==> config.mk <==
export PLATFORM = sky130hd
export DESIGN_NAME = utc_offset_date_time_adjust
export DESIGN_NICKNAME = d
export VERILOG_FILES = /design/src/sv/utc_adj_pkg.sv /design/src/sv/utc_adj_leap.sv /design/src/sv/utc_adj_calc.sv /design/src/sv/utc_adj_top.sv
export SDC_FILE = /design/constraint.sdc
export NUM_CORES = 1
export LEC_CHECK = 0
export BUFFER_PORTS_ARGS = -buffer_cell sky130_fd_sc_hd__buf_2
export CAP_MARGIN = 20
export CELL_PAD_IN_SITES_DETAIL_PLACEMENT = 0
export CELL_PAD_IN_SITES_GLOBAL_PLACEMENT = 1
export CORE_ASPECT_RATIO = 1.2
export CORE_MARGIN = 10
export CORE_UTILIZATION = 44
export DETAILED_ROUTE_END_ITERATION = 7
export PLACE_DENSITY_LB_ADDON = 0.1
export REMOVE_ABC_BUFFERS = 1
export SLEW_MARGIN = 30
export SYNTH_ARGS = -nofsm -noshare
export SYNTH_HDL_FRONTEND = slang
export SYNTH_SLANG_ARGS = --single-unit
==> constraint.sdc <==
create_clock -name clock -period 8.5 [get_ports clock]
set_clock_uncertainty 0.2 [all_clocks]
set_input_delay 0.85 -clock clock [delete_from_list [all_inputs] [get_ports clock]]
set_output_delay 0.85 -clock clock [all_outputs]
set_load 0.05 [all_outputs]
==> src/sv/utc_adj_pkg.sv <==
package utc_adj_pkg;

   // Field widths
   localparam int unsigned HOUR_W   = 5;
   localparam int unsigned MINUTE_W = 6;
   localparam int unsigned SECOND_W = 6;
   localparam int unsigned DAY_W    = 5;
   localparam int unsigned MONTH_W  = 4;
   localparam int unsigned YEAR_W   = 14;
   localparam int unsigned OFFSET_W = 6;
   localparam int unsigned HOUR_OUT_W = 7;

   // Calendar constants
   localparam logic [MONTH_W-1:0] MONTH_JAN = 4'd1;
   localparam logic [MONTH_W-1:0] MONTH_FEB = 4'd2;
   localparam logic [MONTH_W-1:0] MONTH_DEC = 4'd12;
   localparam logic [YEAR_W-1:0]  SENTINEL_YEAR_MAX = 14'd2000;
   localparam logic signed [HOUR_OUT_W-1:0] HOURS_PER_DAY = 7'sd24;

   // Divisibility by 25 over 14 bits: multiply by the inverse of 25 mod 2^14,
   // the value is a multiple of 25 exactly when the low product is <= 16383/25.
   localparam logic [YEAR_W-1:0] INV25_MOD = 14'd7209;
   localparam logic [YEAR_W-1:0] DIV25_LIMIT = YEAR_W'(((1 << YEAR_W) - 1) / 25);

   // One input item
   typedef struct packed {
      logic [HOUR_W-1:0]   hour;
      logic [MINUTE_W-1:0] minute;
      logic [SECOND_W-1:0] second;
      logic [DAY_W-1:0]    day;
      logic [MONTH_W-1:0]  month;
      logic [YEAR_W-1:0]   year;
   } req_item_type;

   // One result item
   typedef struct packed {
      logic signed [HOUR_OUT_W-1:0] hour;
      logic [DAY_W-1:0]             day;
      logic [MONTH_W-1:0]           month;
      logic [YEAR_W-1:0]            year;
   } rsp_item_type;

   // Days in a month (1..12); February follows the leap flag
   function automatic logic [DAY_W-1:0] month_len(input logic [MONTH_W-1:0] m,
                                                 input logic leap);
      logic [DAY_W-1:0] len;
      case (m)
         4'd2: begin
            len = leap ? 5'd29 : 5'd28;
         end
         4'd4, 4'd6, 4'd9, 4'd11: begin
            len = 5'd30;
         end
         default: begin
            len = 5'd31;
         end
      endcase
      return len;
   endfunction

endpackage

==> src/sv/utc_adj_leap.sv <==
// Gregorian leap-year flag: divisible by 4 and not by 100, or by 400
module utc_adj_leap (
   input  logic [utc_adj_pkg::YEAR_W-1:0] year,
   output logic                           leap
);
   import utc_adj_pkg::*;

   logic [YEAR_W-1:0] inv_prod;
   logic              div4;
   logic              div16;
   logic              div25;

   // Divisibility by 25 through the modular inverse (low product only)
   assign inv_prod = YEAR_W'(year * INV25_MOD);
   assign div25    = (inv_prod <= DIV25_LIMIT);
   assign div4     = (year[1:0] == 2'b00);
   assign div16    = (year[3:0] == 4'b0000);

   // 100 = 4*25, 400 = 16*25
   assign leap = (div4 && !div25) || (div16 && div25);

endmodule

==> src/sv/utc_adj_calc.sv <==
// Hour shift with day, month and year carry for one item
module utc_adj_calc (
   input  utc_adj_pkg::req_item_type                  item,
   input  logic signed [utc_adj_pkg::OFFSET_W-1:0]    offset,
   output utc_adj_pkg::rsp_item_type                  result
);
   import utc_adj_pkg::*;

   logic                          leap;
   logic                          time_zero;
   logic                          no_date;
   logic                          month_ok;
   logic signed [HOUR_OUT_W-1:0]  hour_sum;
   logic signed [HOUR_OUT_W-1:0]  hour_up;
   logic signed [HOUR_OUT_W-1:0]  hour_wrap;
   logic                          day_dec;
   logic                          day_inc;
   logic signed [HOUR_OUT_W-1:0]  day_adj;
   logic [MONTH_W-1:0]            month_prev;
   logic [MONTH_W-1:0]            month_next;
   logic [DAY_W-1:0]              cur_len;
   logic [DAY_W-1:0]              prev_len;

   utc_adj_leap u_leap (
      .year (item.year),
      .leap (leap)
   );

   // Item classification
   assign time_zero = (item.hour == '0) && (item.minute == '0) && (item.second == '0);
   assign no_date   = (item.month == '0) && (item.day == '0) &&
                      (item.year <= SENTINEL_YEAR_MAX);
   assign month_ok  = item.month inside {[MONTH_JAN:MONTH_DEC]};

   // Hour sum and single wrap into a day
   assign hour_sum  = $signed({2'b00, item.hour}) + HOUR_OUT_W'(offset);
   assign day_dec   = (hour_sum <= 0);
   assign hour_up   = day_dec ? hour_sum + HOURS_PER_DAY : hour_sum;
   assign day_inc   = (hour_up >= HOURS_PER_DAY);
   assign hour_wrap = day_inc ? hour_up - HOURS_PER_DAY : hour_up;
   assign day_adj   = $signed({2'b00, item.day}) + HOUR_OUT_W'({1'b0, day_inc})
                      - HOUR_OUT_W'({1'b0, day_dec});

   // Neighbor months and their lengths
   assign month_prev = (item.month == MONTH_JAN) ? MONTH_DEC : item.month - 4'd1;
   assign month_next = (item.month == MONTH_DEC) ? MONTH_JAN : item.month + 4'd1;
   assign cur_len    = month_len(item.month, leap);
   assign prev_len   = month_len(month_prev, leap);

   // Result selection
   always_comb begin
      result.hour  = $signed({2'b00, item.hour});
      result.day   = item.day;
      result.month = item.month;
      result.year  = item.year;
      if (!time_zero) begin
         if (no_date) begin
            result.hour = hour_sum;
         end else begin
            result.hour = hour_wrap;
            if (month_ok) begin
               if (day_adj <= 0) begin
                  result.day   = prev_len;
                  result.month = month_prev;
                  if (item.month == MONTH_JAN) begin
                     result.year = item.year - 14'd1;
                  end
               end else if (day_adj > $signed({2'b00, cur_len})) begin
                  result.day   = 5'd1;
                  result.month = month_next;
                  if (item.month == MONTH_DEC) begin
                     result.year = item.year + 14'd1;
                  end
               end else begin
                  result.day = day_adj[DAY_W-1:0];
               end
            end
         end
      end
   end

endmodule

==> src/sv/utc_adj_top.sv <==
// Each accepted item passes the input register and then the result register, which drives rsp_strobe.
// Throughput: 1 item per cycle; busy is tied low, so the input is never stalled.
// Results cannot be stalled by the receiver: rsp_strobe is high for one cycle per item.
// Reset (synchronous, active high) clears the pipeline valids and sets the offset to 0.
module utc_offset_date_time_adjust (
   input  logic                                           clock,
   input  logic                                           reset,
   input  logic                                           start,
   output logic                                           busy,
   input  logic [utc_adj_pkg::HOUR_W-1:0]                 req_hour_in,
   input  logic [utc_adj_pkg::MINUTE_W-1:0]               req_minute_in,
   input  logic [utc_adj_pkg::SECOND_W-1:0]               req_second_in,
   input  logic [utc_adj_pkg::DAY_W-1:0]                  req_day_in,
   input  logic [utc_adj_pkg::MONTH_W-1:0]                req_month_in,
   input  logic [utc_adj_pkg::YEAR_W-1:0]                 req_year_in,
   output logic                                           rsp_strobe,
   output logic signed [utc_adj_pkg::HOUR_OUT_W-1:0]      rsp_hour_out,
   output logic [utc_adj_pkg::DAY_W-1:0]                  rsp_day_out,
   output logic [utc_adj_pkg::MONTH_W-1:0]                rsp_month_out,
   output logic [utc_adj_pkg::YEAR_W-1:0]                 rsp_year_out,
   input  logic                                           csr_valid,
   output logic                                           csr_ready,
   input  logic signed [utc_adj_pkg::OFFSET_W-1:0]        csr_data
);
   import utc_adj_pkg::*;

   logic                         accept;
   logic                         stage_valid_ff;
   logic                         stage_valid_in;
   req_item_type                 stage_item_ff;
   req_item_type                 stage_item_in;
   logic                         rsp_valid_ff;
   rsp_item_type                 rsp_item_ff;
   rsp_item_type                 rsp_item_in;
   logic signed [OFFSET_W-1:0]   offset_ff;
   logic signed [OFFSET_W-1:0]   offset_in;

   // Handshakes: never stalls
   assign busy      = 1'b0;
   assign csr_ready = 1'b1;
   assign accept    = start && !busy;

   // Offset register
   assign offset_in = (csr_valid && csr_ready) ? csr_data : offset_ff;

   always_ff @(posedge clock) begin
      if (reset) begin
         offset_ff <= '0;
      end else begin
         offset_ff <= offset_in;
      end
   end

   // Input register
   assign stage_valid_in = accept;
   always_comb begin
      stage_item_in        = stage_item_ff;
      if (accept) begin
         stage_item_in.hour   = req_hour_in;
         stage_item_in.minute = req_minute_in;
         stage_item_in.second = req_second_in;
         stage_item_in.day    = req_day_in;
         stage_item_in.month  = req_month_in;
         stage_item_in.year   = req_year_in;
      end
   end

   always_ff @(posedge clock) begin
      if (reset) begin
         stage_valid_ff <= 1'b0;
      end else begin
         stage_valid_ff <= stage_valid_in;
      end
   end

   always_ff @(posedge clock) begin
      stage_item_ff <= stage_item_in;
   end

   // Date/time adjust
   utc_adj_calc u_calc (
      .item   (stage_item_ff),
      .offset (offset_ff),
      .result (rsp_item_in)
   );

   // Result register
   always_ff @(posedge clock) begin
      if (reset) begin
         rsp_valid_ff <= 1'b0;
      end else begin
         rsp_valid_ff <= stage_valid_ff;
      end
   end

   always_ff @(posedge clock) begin
      rsp_item_ff <= rsp_item_in;
   end

   assign rsp_strobe    = rsp_valid_ff;
   assign rsp_hour_out  = rsp_item_ff.hour;
   assign rsp_day_out   = rsp_item_ff.day;
   assign rsp_month_out = rsp_item_ff.month;
   assign rsp_year_out  = rsp_item_ff.year;

`ifndef NO_ASSERTIONS
   // Every accepted item yields a strobe once it has passed the input and result registers
   a_item_to_strobe: assert property (@(posedge clock) disable iff (reset)
      accept |-> ##2 rsp_strobe)
      else $error("accepted item produced no result");

   // A strobe only follows a valid input stage
   a_strobe_source: assert property (@(posedge clock) disable iff (reset)
      rsp_strobe |-> $past(stage_valid_ff))
      else $error("result strobe without a staged item");

   // A valid month stays a valid month through the carry logic
   a_month_range: assert property (@(posedge clock) disable iff (reset)
      (stage_valid_ff && stage_item_ff.month >= MONTH_JAN && stage_item_ff.month <= MONTH_DEC)
      |=> (rsp_month_out >= MONTH_JAN && rsp_month_out <= MONTH_DEC))
      else $error("month carry left the range 1..12");
`endif

endmodule
# Word level (Yosys, flattened, before mapping)
# Index checks and enable logic that the tools add are counted.
# classes
n_eq_ne,12
mul,1
n_reduce_logical,18
n_lt_le_gt_ge,8
muxes,16
addsub,9
# ops
operator,n
two-way mux 23 bit,3
two-way mux 14 bit,2
two-way mux 28 bit,1
two-way mux 7 bit,3
"equality test 4 bit, second input constant",5
case mux 5 bit (2 select lines),2
two-way mux 18 bit,1
"equality test 4 x 3 -> 1 bit, second input constant",4
"adder 14 x 1 -> 14 bit, second input constant",1
"less-or-equal comparator 14 x 10 -> 1 bit, second input constant",1
"less-or-equal comparator 14 x 11 -> 1 bit, second input constant",1
"less-or-equal comparator 7 x 1 -> 1 bit, second input constant",2
"multiplier 14 x 13 -> 14 bit, second input constant",1
"subtractor 14 x 1 -> 14 bit, second input constant",1
logical NOT 6 bit,2
logical NOT 5 bit,2
"equality test 4 x 2 -> 1 bit, second input constant",2
logical NOT 4 bit,2
two-way mux 4 bit,2
OR reduction 4 bit,2
adder 6 x 6 -> 7 bit,1
"adder 7 x 6 -> 7 bit, second input constant",1
">= comparator 7 x 6 -> 1 bit, second input constant",1
greater-than comparator 7 x 6 -> 1 bit,1
14 further kinds,20
# totals
out_inout_bits,33
inputBits,50
ff_bits,78

# Depth between registers and ports, before layout
# depth
ltp_word,13
depth_mapped,27
ltp_nobuf,26

# Modules after synthesis
# A second synthesis with hierarchy kept.
# unflattened
cells_unflattened,547
area_unflattened_um2,5408.9
# modules_own_cells
module,seq_area_each_um2,area_each_um2,instances,cells_each
utc_adj_calc,0.0,2112.0,1,317
utc_offset_date_time_adjust,1961.9,2090.8,1,97
utc_adj_leap,0.0,1206.2,1,133

# Worst setup path before layout
# No wires, ideal clock.
# synth_path
kind,register to register
startpoint,reg stage_item_ff[0] (netlist name)
endpoint,reg rsp_item_ff (netlist bit rsp_month_out[3])
arrival_ns,5.604
synth_period_minus_slack_ns,5.921
n_path_buf,1
setup_slack_ns,2.579
stages_incl_launch_ff,26
path_cell_list,edfxtp_1 fa_1 ha_1 ha_1 inv_1 fa_1 fa_1 inv_1 ha_1 a211oi_1 o21ai_0 a211o_1 o31ai_1 nand2_1 nand2_1 o21ai_0 ha_1 nand2_1 o211ai_1 a21o_1 o32ai_1 buf_2 a31oi_1 o31ai_1 a21oi_1 o22a_1
# synth_rtl
element,line_no,rtl
"start, declared",utc_adj_top.sv:30,req_item_type stage_item_ff;
"start signal, assigned",utc_adj_top.sv:77,stage_item_ff <= stage_item_in;
"end signal, assigned",utc_adj_top.sv:97,rsp_item_ff <= rsp_item_in;
"end, declared",utc_adj_top.sv:33,rsp_item_type rsp_item_ff;

==> flow_summary.ini <==
[run_status]
run_status = finished clean

[critical_path]
worstReg2RegStart = stage_item_ff[0]
worst_ep_arrival_time_ns = 6.72
timing.critical_path.to_type = flop
critical_path.reg2reg.endpoint = rsp_month_out[3]
critPathMaxFanout = 10
worstPathBufferInverterCount = 3
worstSetupPathDepth = 25
cp_data_required_time_ns = 8.53
timing.critical_path.slowest_stage_cell = sky130_fd_sc_hd__fa_1
start_kind = flop
worstSetupStartpoint = stage_item_ff[0]
critical_path.endpoint = rsp_month_out[3]
critical_path.most_common_cell = sky130_fd_sc_hd__ha_1
critPathMaxStageDelay_ns = 0.61
timing.setup.critical_path_class = flop to flop
rrSetupSlack_ns = 1.81
critPathTopFamily = adder cells
worstRegToRegCells = 25

[floorplanning]
dieArea_sq_um = 16500
initial_cell_density_of_the_core_pct = 44.9
core.rowCount = 43
standard_cell_core_area_sq_um = 11500
design.portCount = 83
fp.dieW_microns = 119
die_height_microns = 139

[finish]
insertedDiodeCount = 0
final_net_count = 721
syn2layout_area_growth_pct = 16.4
most_frequent_cells_in_the_layout = sky130_fd_sc_hd__buf_2, sky130_fd_sc_hd__ha_1, sky130_fd_sc_hd__nor2_1
filler_instances = 1119
utilization_pct = 52.2
final_common_cell = sky130_fd_sc_hd__buf_2
layout-drive-gt1-share_pct = 18.2

[logic_synthesis]
ys_async_sr_fraction_pct = 0
synthesis.instances = 515
yosys-mux-area-fraction_pct = 1.55
synth-compound-area-share_pct = 14.2
synth_xor_area_share_pct = 6.10
netlist_area_before_placement_sq_um = 5160
dominant_combinational_cell_family_by_area_after_synthesis = adder cells
synth.ff_latch_count = 78
synth_cell_type_count = 63
synthFlopType = sky130_fd_sc_hd__edfxtp_1
synth-adder-area-share_pct = 20.8
avgSynthCellArea_sq_um = 10.0
yosys.area_share.simple_pct = 15.3
synth-edff-count = 40
ys_seq_area_share_pct = 38.0
yosys_warnings = 0

[sta]
setup_tns_ns = 0
setup_viol = 0
fmax_achieved_ghz = 0.150
report.final.hold_viol_count = 0
max-slew-margin-rel_pct = 51.4
setup_repair_after_global_routing_missed_its_margin = false
tightestPinTransition_ns = 0.726
final_min_period_over_clock_period_pct = 78.7
drv_slew = 0
layout_min_cycle_time_ns = 6.69
worst_slack_ns = 1.81

[cts]
clk_latency_ns = 0.34
numCtsBuffers = 9
cts_hold_repair.buffers = 0
clock_tree.htree_level_count = 3
post-cts-setup-buffer-count = 0
tritoncts = yes
clockRootBuffer = sky130_fd_sc_hd__clkbuf_16
clk_transition_reported_paths_ns = 0.07
tritoncts_num_sinks = 78
cts_repair_resize_count = 0
cts_max_path_buffers = 2

[placement]
dp_worst_setup_slack_ns = 1.83
dp.final_hpwl_microns = 9550
io_buffer_count = 80
globalplace.congestion = 0.895

[worst_hold_path]
worstHoldPathType = flop to flop

[detailed_routing]
vias = 3985
routed_wire_length_per_instance_microns = 16.2
drc = 0
ant_nets = 0
drtPass1Iterations = 4
drt-total-wl_microns = 12200
avgViaCountPerCell = 5.28
first_iter_violations = 209

[pwr]
power_leakage_nw = 2.63
p_total_mw = 1.48
vdd_ir_drop_max_uv = 111
power.density_cell_area_nw_per_um2 = 246

[grt]
vias_in_the_first_global_route = 4199
grt_start_max_net_pins = 42
global_routing_usage_summed_across_all_routing_layers_pct = 14.9
global_route_wire_length_before_repair_microns = 20300
gr-total-overflow = 0
number_of_antenna_violations_at_the_first_check_in_global_routing = 0

[run]
cap_viol_max_count = 0
==> cell usage after synthesis, types with 3 or more instances <==
cell type,n,share of area (%)
sky130_fd_sc_hd__nor2_1,48,3.5
sky130_fd_sc_hd__fa_1,13,5.0
sky130_fd_sc_hd__edfxtp_1,40,23
sky130_fd_sc_hd__nor2b_1,10,1.2
sky130_fd_sc_hd__nor3_1,10,0.97
sky130_fd_sc_hd__a21o_1,7,1.0
sky130_fd_sc_hd__mux2i_1,8,1.6
sky130_fd_sc_hd__nand4_1,6,0.73
sky130_fd_sc_hd__dfxtp_1,38,15
sky130_fd_sc_hd__o31ai_1,7,1.0
sky130_fd_sc_hd__nand3_1,10,0.97
sky130_fd_sc_hd__xnor2_1,29,4.9
sky130_fd_sc_hd__ha_1,65,16
sky130_fd_sc_hd__a211oi_1,4,0.58
sky130_fd_sc_hd__or3b_2,3,0.51
sky130_fd_sc_hd__or3_1,6,0.73
sky130_fd_sc_hd__a21oi_1,27,2.6
sky130_fd_sc_hd__and2_1,9,1.1
sky130_fd_sc_hd__buf_2,4,0.39
sky130_fd_sc_hd__inv_1,35,2.5
sky130_fd_sc_hd__nand2b_1,6,0.73
sky130_fd_sc_hd__nor4_1,3,0.36
sky130_fd_sc_hd__nand2_1,25,1.8
sky130_fd_sc_hd__and3_1,7,0.85
sky130_fd_sc_hd__a31oi_1,4,0.48
sky130_fd_sc_hd__xor2_1,7,1.2
sky130_fd_sc_hd__o21ai_0,28,2.7
sky130_fd_sc_hd__clkbuf_1,9,0.65
==> logic make-up after synthesis <==
| group | Yosys count |
|---|---|
| other | 2 |
| AND/OR/NAND/NOR | 153 |
| XOR/XNOR | 36 |
| flip-flops | 78 |
| adder cells (fa/ha/maj) | 78 |
| multiplexers | 8 |
| buffers and inverters | 51 |
| AO/OA/AOI/OAI | 109 |
==> power by group <==
group	internal (mW)	switching, mW	leakage [nW]
sequential	0.446	0.0324	0.710
clock	0.207	0.171	0.146
combinational	0.239	0.379	1.77
==> final cells by class <==
class                      count  area [sq um]  share of cell area [%]
clock inverter                 7          66.3                    1.10
clock buffer                   9           225                    3.75
inverter                      36           135                    2.25
sequential                    78          1960                    32.6
timing repair buffer          82           418                    6.95
tap                          157           196                    3.27
multi-input combinational    386          3010                    50.0
==> sequential cells by signal (all words and copies together), names as in the netlist <==
name,count
rsp_month_out,4
stage_valid_ff,1
rsp_strobe,1
stage_item_ff,40
rsp_year_out,14
rsp_hour_out,7
rsp_day_out,5
offset_ff,6
==> routing by layer <==
metal  up-vias  global-route usage, %  wire length (microns)
met1      1866                   17.3                   5190
met5         -                      0                      0
met2        98                   26.0                   6130
met3        14                   4.11                    736
met4         0                   4.44                    151
li1       2007                      -                      -
==> through the flow <==
step,cells,hold WS [ns],area (sq um)
6_report,755,0.245,6010
5_1_grt,755,0.269,6010
4_1_cts,755,0.246,6000
3_5_place_dp,739,0.230,5710
3_3_place_gp,739,0.221,5710
2_1_floorplan,500,0.214,5100
==> worst min path at each step <==
stage	startpoint	to	slack, ns	cells past startpoint
2_1_floorplan	stage_valid_ff	rsp_strobe	0.21	1
3_3_place_gp	stage_valid_ff	rsp_strobe	0.22	1
3_5_place_dp	stage_valid_ff	rsp_strobe	0.23	1
4_1_cts	stage_valid_ff	rsp_strobe	0.25	1
5_1_grt	stage_valid_ff	rsp_strobe	0.27	1
6_report	stage_valid_ff	rsp_strobe	0.25	1
(Power assumes the default switching activity.)
